### config.mk
export PLATFORM = sky130hd
export DESIGN_NAME = file_directory_lookup_flat
export DESIGN_NICKNAME = d
export VERILOG_FILES = /design/src/design/fdl_pkg.sv /design/src/design/fdl_if.sv /design/src/design/fdl_csr.sv /design/src/design/fdl_scan.sv /design/src/design/fdl_rsp_queue.sv /design/src/design/file_directory_lookup.sv /design/src/flat_wrapper.sv
export SDC_FILE = /design/constraint.sdc
export NUM_CORES = 1
export LEC_CHECK = 0
export BUFFER_PORTS_ARGS = -buffer_cell sky130_fd_sc_hd__buf_2
export CAP_MARGIN = 20
export CORE_ASPECT_RATIO = 1.5
export CORE_MARGIN = 3
export CORE_UTILIZATION = 45
export CTS_CLUSTER_DIAMETER = 200
export DETAILED_ROUTE_END_ITERATION = 10
export GPL_ROUTABILITY_DRIVEN = 0
export MAX_ROUTING_LAYER = met4
export PLACE_DENSITY = 0.71
export SLEW_MARGIN = 20
export SYNTH_ARGS = -nofsm -noshare
export SYNTH_HDL_FRONTEND = slang
export SYNTH_SLANG_ARGS = --single-unit
### constraint.sdc
create_clock -name clock -period 5.4 [get_ports clock]
set_clock_uncertainty 0.1 [all_clocks]
set_input_delay 1.08 -clock clock [delete_from_list [all_inputs] [get_ports clock]]
set_output_delay 1.08 -clock clock [all_outputs]
set_load 0.01 [all_outputs]
### src/design/fdl_pkg.sv
package fdl_pkg;

   // Default build values for the top-level parameters.
   localparam int DEF_MAX_ENTRIES = 64;
   localparam int DEF_SIZE_CLAMP  = 256;
   localparam int DEF_NAME_BYTES  = 56;

   // The target name registers always cover this many bytes.
   localparam int TARGET_BYTES = 56;
   localparam int LEN_W        = 6;
   // Size, selector and reserved bytes ahead of the name field.
   localparam int HDR_BYTES    = 8;
   // Byte position inside an entry (at most HDR_BYTES + TARGET_BYTES bytes).
   localparam int POS_W        = 6;

   // Directory signature, first byte first: 'Q' 'E' 'M' 'U'.
   localparam logic [7:0] SIG_CHARS [4] = '{8'h51, 8'h45, 8'h4D, 8'h55};

   typedef enum logic [2:0] {
      CSR_NAME_0 = 3'd0,
      CSR_NAME_1 = 3'd1,
      CSR_NAME_2 = 3'd2,
      CSR_NAME_3 = 3'd3,
      CSR_NAME_4 = 3'd4,
      CSR_NAME_5 = 3'd5,
      CSR_NAME_6 = 3'd6,
      CSR_LENGTH = 3'd7
   } csr_index_type;

   typedef struct packed {
      logic [TARGET_BYTES-1:0][7:0] name_bytes;
      logic [LEN_W-1:0]             length;
   } cfg_type;

   typedef struct packed {
      logic        signature_ok;
      logic        found;
      logic [15:0] selector;
      logic [8:0]  file_size;
   } rsp_type;

endpackage

### src/design/fdl_if.sv
interface fdl_req_if;
   logic       valid;
   logic       ready;
   logic [7:0] data_byte;
   logic       start_req;

   modport source (output valid, output data_byte, output start_req, input ready);
   modport sink   (input valid, input data_byte, input start_req, output ready);
endinterface

interface fdl_rsp_if;
   logic        valid;
   logic        ready;
   logic        signature_ok;
   logic        found;
   logic [15:0] selector;
   logic [8:0]  file_size;

   modport source (output valid, output signature_ok, output found, output selector,
                    output file_size, input ready);
   modport sink   (input valid, input signature_ok, input found, input selector,
                   input file_size, output ready);
endinterface

interface fdl_csr_if;
   logic        valid;
   logic        ready;
   logic [2:0]  index;
   logic [63:0] data;

   modport source (output valid, output index, output data, input ready);
   modport sink   (input valid, input index, input data, output ready);
endinterface

### src/design/fdl_csr.sv
module fdl_csr (
   input  logic              clock,
   input  logic              reset,
   fdl_csr_if.sink           csr_bus,
   output fdl_pkg::cfg_type  cfg
);

   logic [63:0]                 name_ff [7];
   logic [fdl_pkg::LEN_W-1:0]   length_ff;

   assign csr_bus.ready = 1'b1;

   always_ff @(posedge clock) begin
      if (reset) begin
         for (int k = 0; k < 7; k++) begin
            name_ff[k] <= '0;
         end
         length_ff <= '0;
      end else if (csr_bus.valid) begin
         case (fdl_pkg::csr_index_type'(csr_bus.index))
            fdl_pkg::CSR_NAME_0: name_ff[0] <= csr_bus.data;
            fdl_pkg::CSR_NAME_1: name_ff[1] <= csr_bus.data;
            fdl_pkg::CSR_NAME_2: name_ff[2] <= csr_bus.data;
            fdl_pkg::CSR_NAME_3: name_ff[3] <= csr_bus.data;
            fdl_pkg::CSR_NAME_4: name_ff[4] <= csr_bus.data;
            fdl_pkg::CSR_NAME_5: name_ff[5] <= csr_bus.data;
            fdl_pkg::CSR_NAME_6: name_ff[6] <= csr_bus.data;
            fdl_pkg::CSR_LENGTH: length_ff  <= csr_bus.data[fdl_pkg::LEN_W-1:0];
            default:             length_ff  <= length_ff;
         endcase
      end
   end

   // Unpack the name registers into bytes, first byte in the low bits.
   always_comb begin
      for (int i = 0; i < fdl_pkg::TARGET_BYTES; i++) begin
         cfg.name_bytes[i] = name_ff[i / 8][(i % 8) * 8 +: 8];
      end
      cfg.length = length_ff;
   end

endmodule

### src/design/fdl_scan.sv
module fdl_scan #(
   parameter int MAX_ENTRIES = fdl_pkg::DEF_MAX_ENTRIES,
   parameter int SIZE_CLAMP  = fdl_pkg::DEF_SIZE_CLAMP,
   parameter int NAME_BYTES  = fdl_pkg::DEF_NAME_BYTES
) (
   input  logic              clock,
   input  logic              reset,
   input  logic              accept,
   input  logic [7:0]        data_byte,
   input  logic              start_req,
   input  fdl_pkg::cfg_type  cfg,
   output logic              emit,
   output fdl_pkg::rsp_type  rsp
);

   localparam int ENTRY_BYTES = fdl_pkg::HDR_BYTES + NAME_BYTES;
   localparam int COUNT_W     = $clog2(MAX_ENTRIES + 1);
   localparam int CLAMP_W     = $clog2(SIZE_CLAMP + 1);
   localparam int POS_W       = fdl_pkg::POS_W;

   typedef enum logic [3:0] {
      PH_IDLE    = 4'b0001,
      PH_SIG     = 4'b0010,
      PH_COUNT   = 4'b0100,
      PH_ENTRIES = 4'b1000
   } phase_type;

   phase_type             phase_ff, phase_in;
   logic [POS_W-1:0]      pos_ff, pos_in;
   logic [COUNT_W-1:0]    left_ff, left_in;
   logic                  good_ff, good_in;
   logic [23:0]           shift_ff, shift_in;
   logic [CLAMP_W-1:0]    esize_ff, esize_in;
   logic [15:0]           esel_ff, esel_in;
   logic                  match_ff, match_in;
   logic [15:0]           ksel_ff, ksel_in;
   logic [CLAMP_W-1:0]    ksize_ff, ksize_in;

   always_comb begin
      phase_type            phase_cur;
      logic [POS_W-1:0]     pos_cur;
      logic [POS_W-1:0]     name_idx;
      logic [31:0]          word;
      logic [COUNT_W-1:0]   count;
      logic                 match_cur;
      logic                 hit;

      phase_in = phase_ff;
      pos_in   = pos_ff;
      left_in  = left_ff;
      good_in  = good_ff;
      shift_in = shift_ff;
      esize_in = esize_ff;
      esel_in  = esel_ff;
      match_in = match_ff;
      ksel_in  = ksel_ff;
      ksize_in = ksize_ff;
      emit     = 1'b0;

      phase_cur = phase_ff;
      pos_cur   = pos_ff;
      word      = {shift_ff, data_byte};
      name_idx  = pos_ff - POS_W'(fdl_pkg::HDR_BYTES);
      count     = '0;
      match_cur = match_ff;

      // Restart the scan from any phase.
      if (start_req) begin
         phase_cur = PH_SIG;
         pos_cur   = '0;
         good_in   = 1'b1;
         left_in   = '0;
         ksel_in   = '0;
         ksize_in  = '0;
      end

      if (accept) begin
         case (phase_cur)
            PH_SIG: begin
               if (data_byte != fdl_pkg::SIG_CHARS[pos_cur[1:0]]) begin
                  good_in = 1'b0;
               end
               pos_in   = POS_W'(pos_cur + 1'b1);
               phase_in = PH_SIG;
               if (pos_cur == POS_W'(3)) begin
                  pos_in = '0;
                  if (good_in) begin
                     phase_in = PH_COUNT;
                  end else begin
                     emit = 1'b1;
                  end
               end
            end
            PH_COUNT: begin
               shift_in = {shift_ff[15:0], data_byte};
               pos_in   = POS_W'(pos_cur + 1'b1);
               if (pos_cur == POS_W'(3)) begin
                  count   = (word > 32'(MAX_ENTRIES)) ? COUNT_W'(MAX_ENTRIES)
                                                      : word[COUNT_W-1:0];
                  left_in = count;
                  pos_in  = '0;
                  if (count == '0) begin
                     emit = 1'b1;
                  end else begin
                     phase_in = PH_ENTRIES;
                  end
               end
            end
            PH_ENTRIES: begin
               if (pos_cur == '0) begin
                  match_cur = (cfg.length <= fdl_pkg::LEN_W'(NAME_BYTES));
               end
               match_in = match_cur;
               if (pos_cur < POS_W'(3)) begin
                  shift_in = {shift_ff[15:0], data_byte};
               end else if (pos_cur == POS_W'(3)) begin
                  // Saturate the size as soon as it is complete.
                  esize_in = (word > 32'(SIZE_CLAMP)) ? CLAMP_W'(SIZE_CLAMP)
                                                      : word[CLAMP_W-1:0];
               end else if (pos_cur < POS_W'(6)) begin
                  esel_in = {esel_ff[7:0], data_byte};
               end else if (pos_cur >= POS_W'(fdl_pkg::HDR_BYTES)) begin
                  if (name_idx < cfg.length) begin
                     if (data_byte != cfg.name_bytes[name_idx]) begin
                        match_in = 1'b0;
                     end
                  end else if (name_idx == cfg.length) begin
                     if (data_byte != 8'h00) begin
                        match_in = 1'b0;
                     end
                  end
               end
               pos_in = POS_W'(pos_cur + 1'b1);
               if (pos_cur == POS_W'(ENTRY_BYTES - 1)) begin
                  pos_in = '0;
                  // First named entry with a live selector wins.
                  if (ksel_ff == '0 && match_in && esel_ff != '0) begin
                     ksel_in  = esel_ff;
                     ksize_in = esize_ff;
                  end
                  if (left_ff != '0) begin
                     left_in = left_ff - 1'b1;
                  end
                  if (left_ff <= COUNT_W'(1)) begin
                     emit = 1'b1;
                  end
               end
            end
            default: begin
               phase_in = phase_ff;
            end
         endcase
         if (emit) begin
            phase_in = PH_IDLE;
            pos_in   = '0;
         end
      end else begin
         good_in  = good_ff;
         left_in  = left_ff;
         ksel_in  = ksel_ff;
         ksize_in = ksize_ff;
      end

      hit              = good_in && (ksel_in != '0);
      rsp.signature_ok = good_in;
      rsp.found        = hit;
      rsp.selector     = hit ? ksel_in : '0;
      rsp.file_size    = hit ? 9'(ksize_in) : '0;
   end

   always_ff @(posedge clock) begin
      if (reset) begin
         phase_ff <= PH_IDLE;
         pos_ff   <= '0;
         left_ff  <= '0;
         good_ff  <= 1'b0;
         ksel_ff  <= '0;
      end else begin
         phase_ff <= phase_in;
         pos_ff   <= pos_in;
         left_ff  <= left_in;
         good_ff  <= good_in;
         ksel_ff  <= ksel_in;
      end
   end

   always_ff @(posedge clock) begin
      shift_ff <= shift_in;
      esize_ff <= esize_in;
      esel_ff  <= esel_in;
      match_ff <= match_in;
      ksize_ff <= ksize_in;
   end

endmodule

### src/design/fdl_rsp_queue.sv
module fdl_rsp_queue (
   input  logic              clock,
   input  logic              reset,
   input  logic              push,
   input  fdl_pkg::rsp_type  push_data,
   input  logic              pop_ready,
   output logic              full,
   output logic              out_valid,
   output fdl_pkg::rsp_type  out_data
);

   fdl_pkg::rsp_type  slot_ff [2];
   logic [1:0]        count_ff, count_in;
   logic              wr_ptr_ff, rd_ptr_ff;
   logic              pop;

   assign full      = (count_ff == 2'd2);
   assign out_valid = (count_ff != 2'd0);
   assign out_data  = slot_ff[rd_ptr_ff];
   assign pop       = out_valid && pop_ready;

   always_comb begin
      count_in = count_ff;
      if (push && !pop) begin
         count_in = count_ff + 2'd1;
      end else if (pop && !push) begin
         count_in = count_ff - 2'd1;
      end
   end

   always_ff @(posedge clock) begin
      if (reset) begin
         count_ff  <= '0;
         wr_ptr_ff <= 1'b0;
         rd_ptr_ff <= 1'b0;
      end else begin
         count_ff <= count_in;
         if (push) begin
            wr_ptr_ff <= ~wr_ptr_ff;
         end
         if (pop) begin
            rd_ptr_ff <= ~rd_ptr_ff;
         end
      end
   end

   always_ff @(posedge clock) begin
      if (push) begin
         slot_ff[wr_ptr_ff] <= push_data;
      end
   end

endmodule

### src/design/file_directory_lookup.sv
// Directory lookup: one stream byte per request, one request per cycle unless stalled.
// The request that ends a scan registers its result into the queue, behind any older result.
// A two-deep result queue decouples the sides; requests stall only when it holds two results.
// Reset (synchronous, active high) idles the scan, clears the target name and length,
// and empties the result queue.
module file_directory_lookup #(
   parameter int MAX_ENTRIES = fdl_pkg::DEF_MAX_ENTRIES,
   parameter int SIZE_CLAMP  = fdl_pkg::DEF_SIZE_CLAMP,
   parameter int NAME_BYTES  = fdl_pkg::DEF_NAME_BYTES
) (
   input  logic        clock,
   input  logic        reset,
   fdl_req_if.sink     req_bus,
   fdl_rsp_if.source   rsp_bus,
   fdl_csr_if.sink     csr_bus
);

   fdl_pkg::cfg_type  cfg;
   fdl_pkg::rsp_type  scan_rsp;
   fdl_pkg::rsp_type  out_rsp;
   logic              scan_emit;
   logic              queue_full;
   logic              req_accept;

   // Target name and length registers; writes are always taken.
   fdl_csr u_csr (
      .clock   (clock),
      .reset   (reset),
      .csr_bus (csr_bus),
      .cfg     (cfg)
   );

   // Hold off requests only while both result slots are occupied, so every
   // accepted request that finishes a scan has room for its result.
   assign req_bus.ready = !queue_full;
   assign req_accept    = req_bus.valid && req_bus.ready;

   // Scan state: signature check, count capture, per-entry name compare.
   fdl_scan #(
      .MAX_ENTRIES (MAX_ENTRIES),
      .SIZE_CLAMP  (SIZE_CLAMP),
      .NAME_BYTES  (NAME_BYTES)
   ) u_scan (
      .clock     (clock),
      .reset     (reset),
      .accept    (req_accept),
      .data_byte (req_bus.data_byte),
      .start_req (req_bus.start_req),
      .cfg       (cfg),
      .emit      (scan_emit),
      .rsp       (scan_rsp)
   );

   // Result register pair; drain in order.
   fdl_rsp_queue u_rsp_queue (
      .clock     (clock),
      .reset     (reset),
      .push      (scan_emit),
      .push_data (scan_rsp),
      .pop_ready (rsp_bus.ready),
      .full      (queue_full),
      .out_valid (rsp_bus.valid),
      .out_data  (out_rsp)
   );

   assign rsp_bus.signature_ok = out_rsp.signature_ok;
   assign rsp_bus.found        = out_rsp.found;
   assign rsp_bus.selector     = out_rsp.selector;
   assign rsp_bus.file_size    = out_rsp.file_size;

`ifndef ASSERT_OFF
   // A result is only produced by an accepted request.
   a_emit_needs_accept: assert property (@(posedge clock) disable iff (reset)
      scan_emit |-> req_accept)
      else $error("result produced without an accepted request");

   // A hit requires a good signature and a live selector.
   a_found_consistent: assert property (@(posedge clock) disable iff (reset)
      (rsp_bus.valid && rsp_bus.found) |-> (rsp_bus.signature_ok && rsp_bus.selector != '0))
      else $error("found result without signature or selector");

   // A miss carries no selector or size.
   a_miss_clean: assert property (@(posedge clock) disable iff (reset)
      (rsp_bus.valid && !rsp_bus.found) |-> (rsp_bus.selector == '0 && rsp_bus.file_size == '0))
      else $error("miss result carries selector or size");

   // The queue comes out of reset empty.
   a_reset_empty: assert property (@(posedge clock)
      $past(reset) |-> !rsp_bus.valid)
      else $error("result valid right after reset");
`endif

endmodule
### src/flat_wrapper.sv
// flat-port wrapper written by rule: the top's interface ports become plain ports
module file_directory_lookup_flat 
#(
   parameter int MAX_ENTRIES = fdl_pkg::DEF_MAX_ENTRIES,
   parameter int SIZE_CLAMP  = fdl_pkg::DEF_SIZE_CLAMP,
   parameter int NAME_BYTES  = fdl_pkg::DEF_NAME_BYTES
)
  (clock, reset, req_bus_valid, req_bus_data_byte, req_bus_start_req, req_bus_ready, rsp_bus_valid, rsp_bus_signature_ok, rsp_bus_found, rsp_bus_selector, rsp_bus_file_size, rsp_bus_ready, csr_bus_valid, csr_bus_index, csr_bus_data, csr_bus_ready);
  fdl_req_if req_bus_i ();
  fdl_rsp_if rsp_bus_i ();
  fdl_csr_if csr_bus_i ();
  input  logic clock;
  input  logic reset;
  input wire logic [$bits(req_bus_i.valid)-1:0] req_bus_valid;
  input wire logic [$bits(req_bus_i.data_byte)-1:0] req_bus_data_byte;
  input wire logic [$bits(req_bus_i.start_req)-1:0] req_bus_start_req;
  output wire logic [$bits(req_bus_i.ready)-1:0] req_bus_ready;
  output wire logic [$bits(rsp_bus_i.valid)-1:0] rsp_bus_valid;
  output wire logic [$bits(rsp_bus_i.signature_ok)-1:0] rsp_bus_signature_ok;
  output wire logic [$bits(rsp_bus_i.found)-1:0] rsp_bus_found;
  output wire logic [$bits(rsp_bus_i.selector)-1:0] rsp_bus_selector;
  output wire logic [$bits(rsp_bus_i.file_size)-1:0] rsp_bus_file_size;
  input wire logic [$bits(rsp_bus_i.ready)-1:0] rsp_bus_ready;
  input wire logic [$bits(csr_bus_i.valid)-1:0] csr_bus_valid;
  input wire logic [$bits(csr_bus_i.index)-1:0] csr_bus_index;
  input wire logic [$bits(csr_bus_i.data)-1:0] csr_bus_data;
  output wire logic [$bits(csr_bus_i.ready)-1:0] csr_bus_ready;
  assign req_bus_i.valid = req_bus_valid;
  assign req_bus_i.data_byte = req_bus_data_byte;
  assign req_bus_i.start_req = req_bus_start_req;
  assign req_bus_ready = req_bus_i.ready;
  assign rsp_bus_valid = rsp_bus_i.valid;
  assign rsp_bus_signature_ok = rsp_bus_i.signature_ok;
  assign rsp_bus_found = rsp_bus_i.found;
  assign rsp_bus_selector = rsp_bus_i.selector;
  assign rsp_bus_file_size = rsp_bus_i.file_size;
  assign rsp_bus_i.ready = rsp_bus_ready;
  assign csr_bus_i.valid = csr_bus_valid;
  assign csr_bus_i.index = csr_bus_index;
  assign csr_bus_i.data = csr_bus_data;
  assign csr_bus_ready = csr_bus_i.ready;
  file_directory_lookup #(.MAX_ENTRIES(MAX_ENTRIES), .SIZE_CLAMP(SIZE_CLAMP), .NAME_BYTES(NAME_BYTES)) u_core (.clock(clock), .reset(reset), .req_bus(req_bus_i), .rsp_bus(rsp_bus_i), .csr_bus(csr_bus_i));
endmodule
-- After elaboration in Yosys (flattened, before gate mapping)
Memory sizes are Yosys's and may differ from the RTL's. A register that Yosys moved wholly into a read port is not among the register bits.
Index checks and enable logic that the tools add are counted.
- register bits: 103
- word-level logic and storage cells: 199
- memories kept: 2
- output and inout bits: 30
- input bits: 81
- bits in latches: 0
- ROM bits: 0
- bits in writable memories: 502
- reductions and logical operators: 31
- eq/ne operators: 19
- $mul: 0
- magnitude comparators: 10
- mux-type cells: 106
- bitwise logic cells: 12
- add/subtract/negate cells: 5
- shift-type cells: 0
- divide/modulo/power cells: 0
- memory list (name ; depth ; width ; read ports ; clocked after memory_dff ; wr ports ; line ; source):
    u_core.u_csr.name_ff ; 7 ; 64 ; 7 ; 0 ; 7 ; fdl_csr.sv:8 ; logic [63:0] name_ff [7];
    u_core.u_rsp_queue.slot_ff ; 2 ; 27 ; 1 ; 1 ; 1 ; fdl_rsp_queue.sv:12 ; fdl_pkg::rsp_type slot_ff [2];
- operator list (cell ; number):
    $mux W64 ; 7
    $mux W16 ; 6
    $mux W1 ; 59
    $mux W9 ; 6
    $bmux W8 S6 ; 1
    $pmux W24 S2 ; 1
    $mux W7 ; 5
    $gt A32 B7 Y1 const B ; 1
    $gt A32 B9 Y1 const B ; 1
    $reduce_bool A16 Y1 ; 2
    $mux W24 ; 1
    $mux W6 ; 4
    $mux W8 ; 3
    $bmux W8 S2 ; 1
    $logic_not A16 Y1 ; 1
    $mux W4 ; 4
    $ne A8 B8 Y1 ; 2
    $pmux W7 S2 ; 1
    $eq A3 B3 Y1 const B ; 4
    $pmux W6 S2 ; 1
    $pmux W4 S2 ; 1
    $reduce_and A4 Y1 ; 2
    $reduce_bool A8 Y1 ; 1
    $le A7 B1 Y1 const B ; 1
    41 further kinds ; 67

-- Logic depth before layout (Yosys ltp)
- depth after elaboration: 21
- gate-level depth with buffers: 20
- depth with buffers taken out: 15

-- Cells and area by module
Synthesis repeated with hierarchy kept, for this count alone.
- cell total of the unflattened synthesis: 2004
- area, all modules: 26987.1 sq um
- modules (own cells, without submodules) (module ; cells an instance ; area an instance (sq um) ; times used ; seq. area each (sq um)):
    fdl_csr ; 1051 ; 16131.7 ; 1 ; 13573.0
    fdl_scan ; 845 ; 8688.3 ; 1 ; 2362.3
    fdl_rsp_queue ; 106 ; 2157.1 ; 1 ; 1721.7
    file_directory_lookup ; 2 ; 10.0 ; 1 ; 0.0

-- Worst setup path before layout
Ideal clock, no wire load.
- path kind: in2reg
- start point: in req_bus_start_req
- end point: mem u_core.u_rsp_queue.slot_ff[0][0] (netlist name), enable pin
- setup time: 0.412 ns
- setup slack: 0.668 ns
- required time: 4.888 ns
- arrival time: 4.219 ns
- buffers on the path: 3
- stages on the path: 12
- path through: clkbuf_1 > clkbuf_1 > nand2b_1 > inv_1 > ha_1 > nor3b_1 > and3_1 > nand2b_1 > clkbuf_1 > o22ai_1 > nand2_1 > nor2_1
- word-level cells in the longest chain between the ends: 16
- elaborated cells on any way between the ends: 25
- those cells by class: eq/ne (6); mux (18); bitwise (1)
- ends and longest elaborated chain (element ; line ; source):
    start: declaration ; flat_wrapper.sv:16 ; input wire logic [$bits(req_bus_i.start_req)-1:0] req_bus_start_req;
    $mux W6 ; fdl_scan.sv:68 ; if (start_req) begin
    $not A2 Y3 (not written as such) ; fdl_scan.sv:80 ; if (data_byte != fdl_pkg::SIG_CHARS[pos_cur[1:0]]) begin
    $bmux W8 S2 ; fdl_scan.sv:80 ;
    $mux W8 (not written as such) (2 in a row) ; fdl_scan.sv:80 ;
    $ne A8 B8 Y1 ; fdl_scan.sv:80 ;
    $mux W1 ; fdl_scan.sv:80 ;
    $mux W1 ; fdl_scan.sv:78 ; case (phase_cur)
    $mux W1 ; fdl_scan.sv:77 ; if (accept) begin
    $mux W1 ; fdl_scan.sv:87 ; if (good_in) begin
    $mux W1 ; fdl_scan.sv:85 ; if (pos_cur == POS_W'(3)) begin
    $pmux W1 S3 * ; fdl_scan.sv:78 ;
    $mux W1 * (2 in a row) ; fdl_scan.sv:77 ;
    $mux W1 * ; fdl_rsp_queue.sv:48 ; if (push) begin
    $mux W1 (not written as such) * ; fdl_rsp_queue.sv:49 ; slot_ff[wr_ptr_ff] <= push_data;
    end: declaration ; fdl_rsp_queue.sv:12 ;
Every way passes the cells marked *; elsewhere a longest branch is shown, timed or not. The select of a mux whose other input is x is not followed.

==> results.toml <==
[run_status]
status = "completed"

[synth]
synth_edf_count = 552
netlist_area_um2 = 26600
synth-seq-cells = 606
ys.flop_type = "edfxtp_1"
synth_async_sr_flop_share_pct = 0
yosysSeqAreaShare_pct = 66.3
synth-warning-count = 0
yosysUniqueCellTypes = 72
synth_area_per_cell_um2 = 13.3
syn_nets = 2096
netlist_instances = 2002

[placed_design]
port_buffers = 109
hpwlAfterDp_um = 46100
dp_slack_ns = 0.730
dpl_cell_area_um2 = 28000

[critical_path]
critPathSlowestCell = "dfxtp_4"
cp-startpoint = "u_core.u_scan.pos_ff[2]"
max_stage_delay_ns = 0.99
crit_required_ns = 5.78
path_buf_inv = 1
arrival_ns = 5.15
crit_fanout = 65
critPathLaunchType = "register"
crit_type = "reg -> reg"
rr_startpoint = "u_core.u_scan.pos_ff[2]"
cp_cell_sequence = "nor2_1 > a22o_1 > a221oi_1 > nor3_1 > nor4_1 > xnor2_1 > a41oi_1 > or4_4 > a21oi_4 > buf_4 > a32o_1"
critPathTopFamily = "simple AND/OR/NAND/NOR gates"
worstSetupEndpointType = "register"

[layout]
fin_util_pct = 51.2
fin_nets = 2181
antenna_cells = 0
layout.cells.most_common = "edfxtp_1"
layout-drive-gt1-share_pct = 17.5
area_growth_pct = 11.9
postLayoutCellArea_um2 = 29800
layout_common_cells = "edfxtp_1 (552), nor2_1 (430), nand2_1 (154), buf_2 (109), mux2i_1 (101)"

[power]
comb_power_share_pct = 6.4
pwr-share-seq_pct = 54.4
p_int_uw = 7720
pwr_density_cell_nw_per_um2 = 335
power_uw = 9980
sw_frac_of_total_pct = 22.6
netSwitchingPower_uw = 2260
ir_drop_mv = 0.263
p_leak_uw = 0.0100
clock_power_share_pct = 39.1

[global_route]
overflow = 0
grt_pass1_wl_um = 103000
grt_use_total_pct = 22.5
antenna_found_initial = 0
grt_pass1_vias = 17300
grt_max_degree = 66

[sta]
fin_crit_sh_pct = 88.4
drv_slew = 0
grt_setup_unrepaired = "false"
setup_slack_ns = 0.629
tightestPinTransition_ns = 0.992
timing.setup.tns_ns = 0
setup_viol = 0
slew_headroom_pct = 33.7
period_minus_slack_ns = 4.77
fmax_mhz = 210
final_hold_viol_count = 0

[job]
cap_violations = 0

[floorplan]
die_x_um = 205
dieArea_um2 = 62200
fp.dieH_um = 304
io_pins = 111
initial_utilization_pct = 45.7
core_um2 = 58200
placementRows = 108

[drt]
routed.top_layer = "met4"
wl_met1_um = 24300
drtIter0Drc = 1628
ant_nets = 0
drc = 0
wl_met2_um = 35600
via_per_inst = 5.87
drt_pass1_iterations = 6
vias = 17000
wl_per_cell_um = 23.6
routed-wl-met3_um = 4960
wirelength_um = 68500

[clock_tree]
ctsHoldBuffers = 0
worstSkewPairLatency_ns = 0.64
post_cts_buffers = 0
cts_max_path_buffers = 3
numCtsBuffers = 55
htreeDepth = 2
clock_sinks = 606
clockRootBuffer = "clkbuf_16"
cts_tree = "done"
post_cts_resized = 0
clk_pin_slew_ns = 0.07

[min_path]
hold_path.class = "reg -> reg"
holdCritStartpoint = "u_core.u_scan.shift_ff[14]"
[per-layer routing]
metal | track usage (%) | up-vias
met3 | 3.43 | 216
met4 | 10.6 | 0
met2 | 38.6 | 830
li1 | - | 7490
met1 | 25.8 | 8483
met5 | - | -
[sequential cells by signal, summed over array words and instances, names as in the netlist, named ones only]
register,count
u_core.u_rsp_queue.wr_ptr_ff,1
u_core.u_rsp_queue.slot_ff,54
u_core.u_csr.name_ff,448
u_core.u_scan.phase_ff,4
u_core.u_scan.esel_ff,16
u_core.u_scan.ksel_ff,16
u_core.u_rsp_queue.rd_ptr_ff,1
u_core.u_scan.pos_ff,6
u_core.u_rsp_queue.count_ff,2
u_core.u_scan.ksize_ff,9
u_core.u_scan.left_ff,7
u_core.u_scan.shift_ff,24
u_core.u_scan.match_ff,1
u_core.u_scan.good_ff,1
u_core.u_csr.length_ff,6
u_core.u_scan.esize_ff,9
[synth_stat cells (8+ instances only)]
master    number  share of area [%]
edfxtp_1     552                 62
nor2_1       433                6.1
nand2_1      162                2.3
mux2i_1      101                3.8
inv_1         85                1.2
mux4_2        68                5.7
clkbuf_1      66               0.93
dfxtp_1       54                4.1
mux2_2        34                1.4
a32o_1        33                1.2
a22oi_1       28               0.79
o21ai_0       28               0.53
nand3_1       27               0.51
a21oi_1       26               0.49
nor2b_1       24               0.56
nor4_1        23               0.54
buf_1         19               0.27
nor3_1        17               0.32
nand4_1       16               0.38
and2_1        14               0.33
buf_2         14               0.26
buf_4         13               0.37
buf_6         13               0.55
ha_1          13               0.61
xnor2_1       12               0.39
xor2_1         8               0.26
[path summary, 6_finish.rpt]
kind | cells after the start | to | slack (ns)
max | 11 | u_core.u_rsp_queue.slot_ff[0][20] | 0.63
min | 0 | u_core.u_scan.shift_ff[22] | 0.35
max reg2reg | 11 | u_core.u_rsp_queue.slot_ff[0][20] | 0.63
min reg2reg | 0 | u_core.u_scan.shift_ff[22] | 0.35
[cells by family after synthesis]
family                     share of synthesized area [%]
AOI/OAI and AO/OA                                   5.21
xor gates and xnor gates                           0.658
adders and majority gates                          0.611
buffers and inverters                               3.77
DFF                                                 66.3
muxes                                               11.5
other                                             0.0141
and+or+nand+nor                                     12.0
[per-stage QoR]
stage / hold WS (ns) / std cells
2_1_floorplan: 0.327 / 2002
3_3_place_gp: 0.330 / 2800
3_5_place_dp: 0.337 / 2800
4_1_cts: 0.352 / 2898
5_1_grt: 0.358 / 2898
6_report: 0.353 / 2898
[layout make-up]
cell class | count | area [um^2]
timing repair buffer | 155 | 991
clock buffer | 69 | 1450
fill | 4882 | 28400
multi-input combinational | 1181 | 8050
inverter | 88 | 332
tap | 770 | 963
sequential | 606 | 17700
clock inverter | 29 | 343
[power by group through the flow]
stage,Combinational (uW),Clock [uW],Sequential (uW)
6_report,640,3910,5430
5_1_grt,678,4140,5450
4_1_cts,641,3950,5430
3_5_place_dp,641,0,5530
3_3_place_gp,629,0,5520
2_1_floorplan,394,0,5500
[worst reg2reg max path: stages (launching register included)]
cell	delay, ns
dfxtp_4	0.99
nor2_1	0.45
a22o_1	0.30
a221oi_1	0.23
nor3_1	0.07
nor4_1	0.49
xnor2_1	0.18
a41oi_1	0.13
or4_4	0.57
a21oi_4	0.56
buf_4	0.33
a32o_1	0.22
Note: power is estimated with default switching activity, not from simulation.
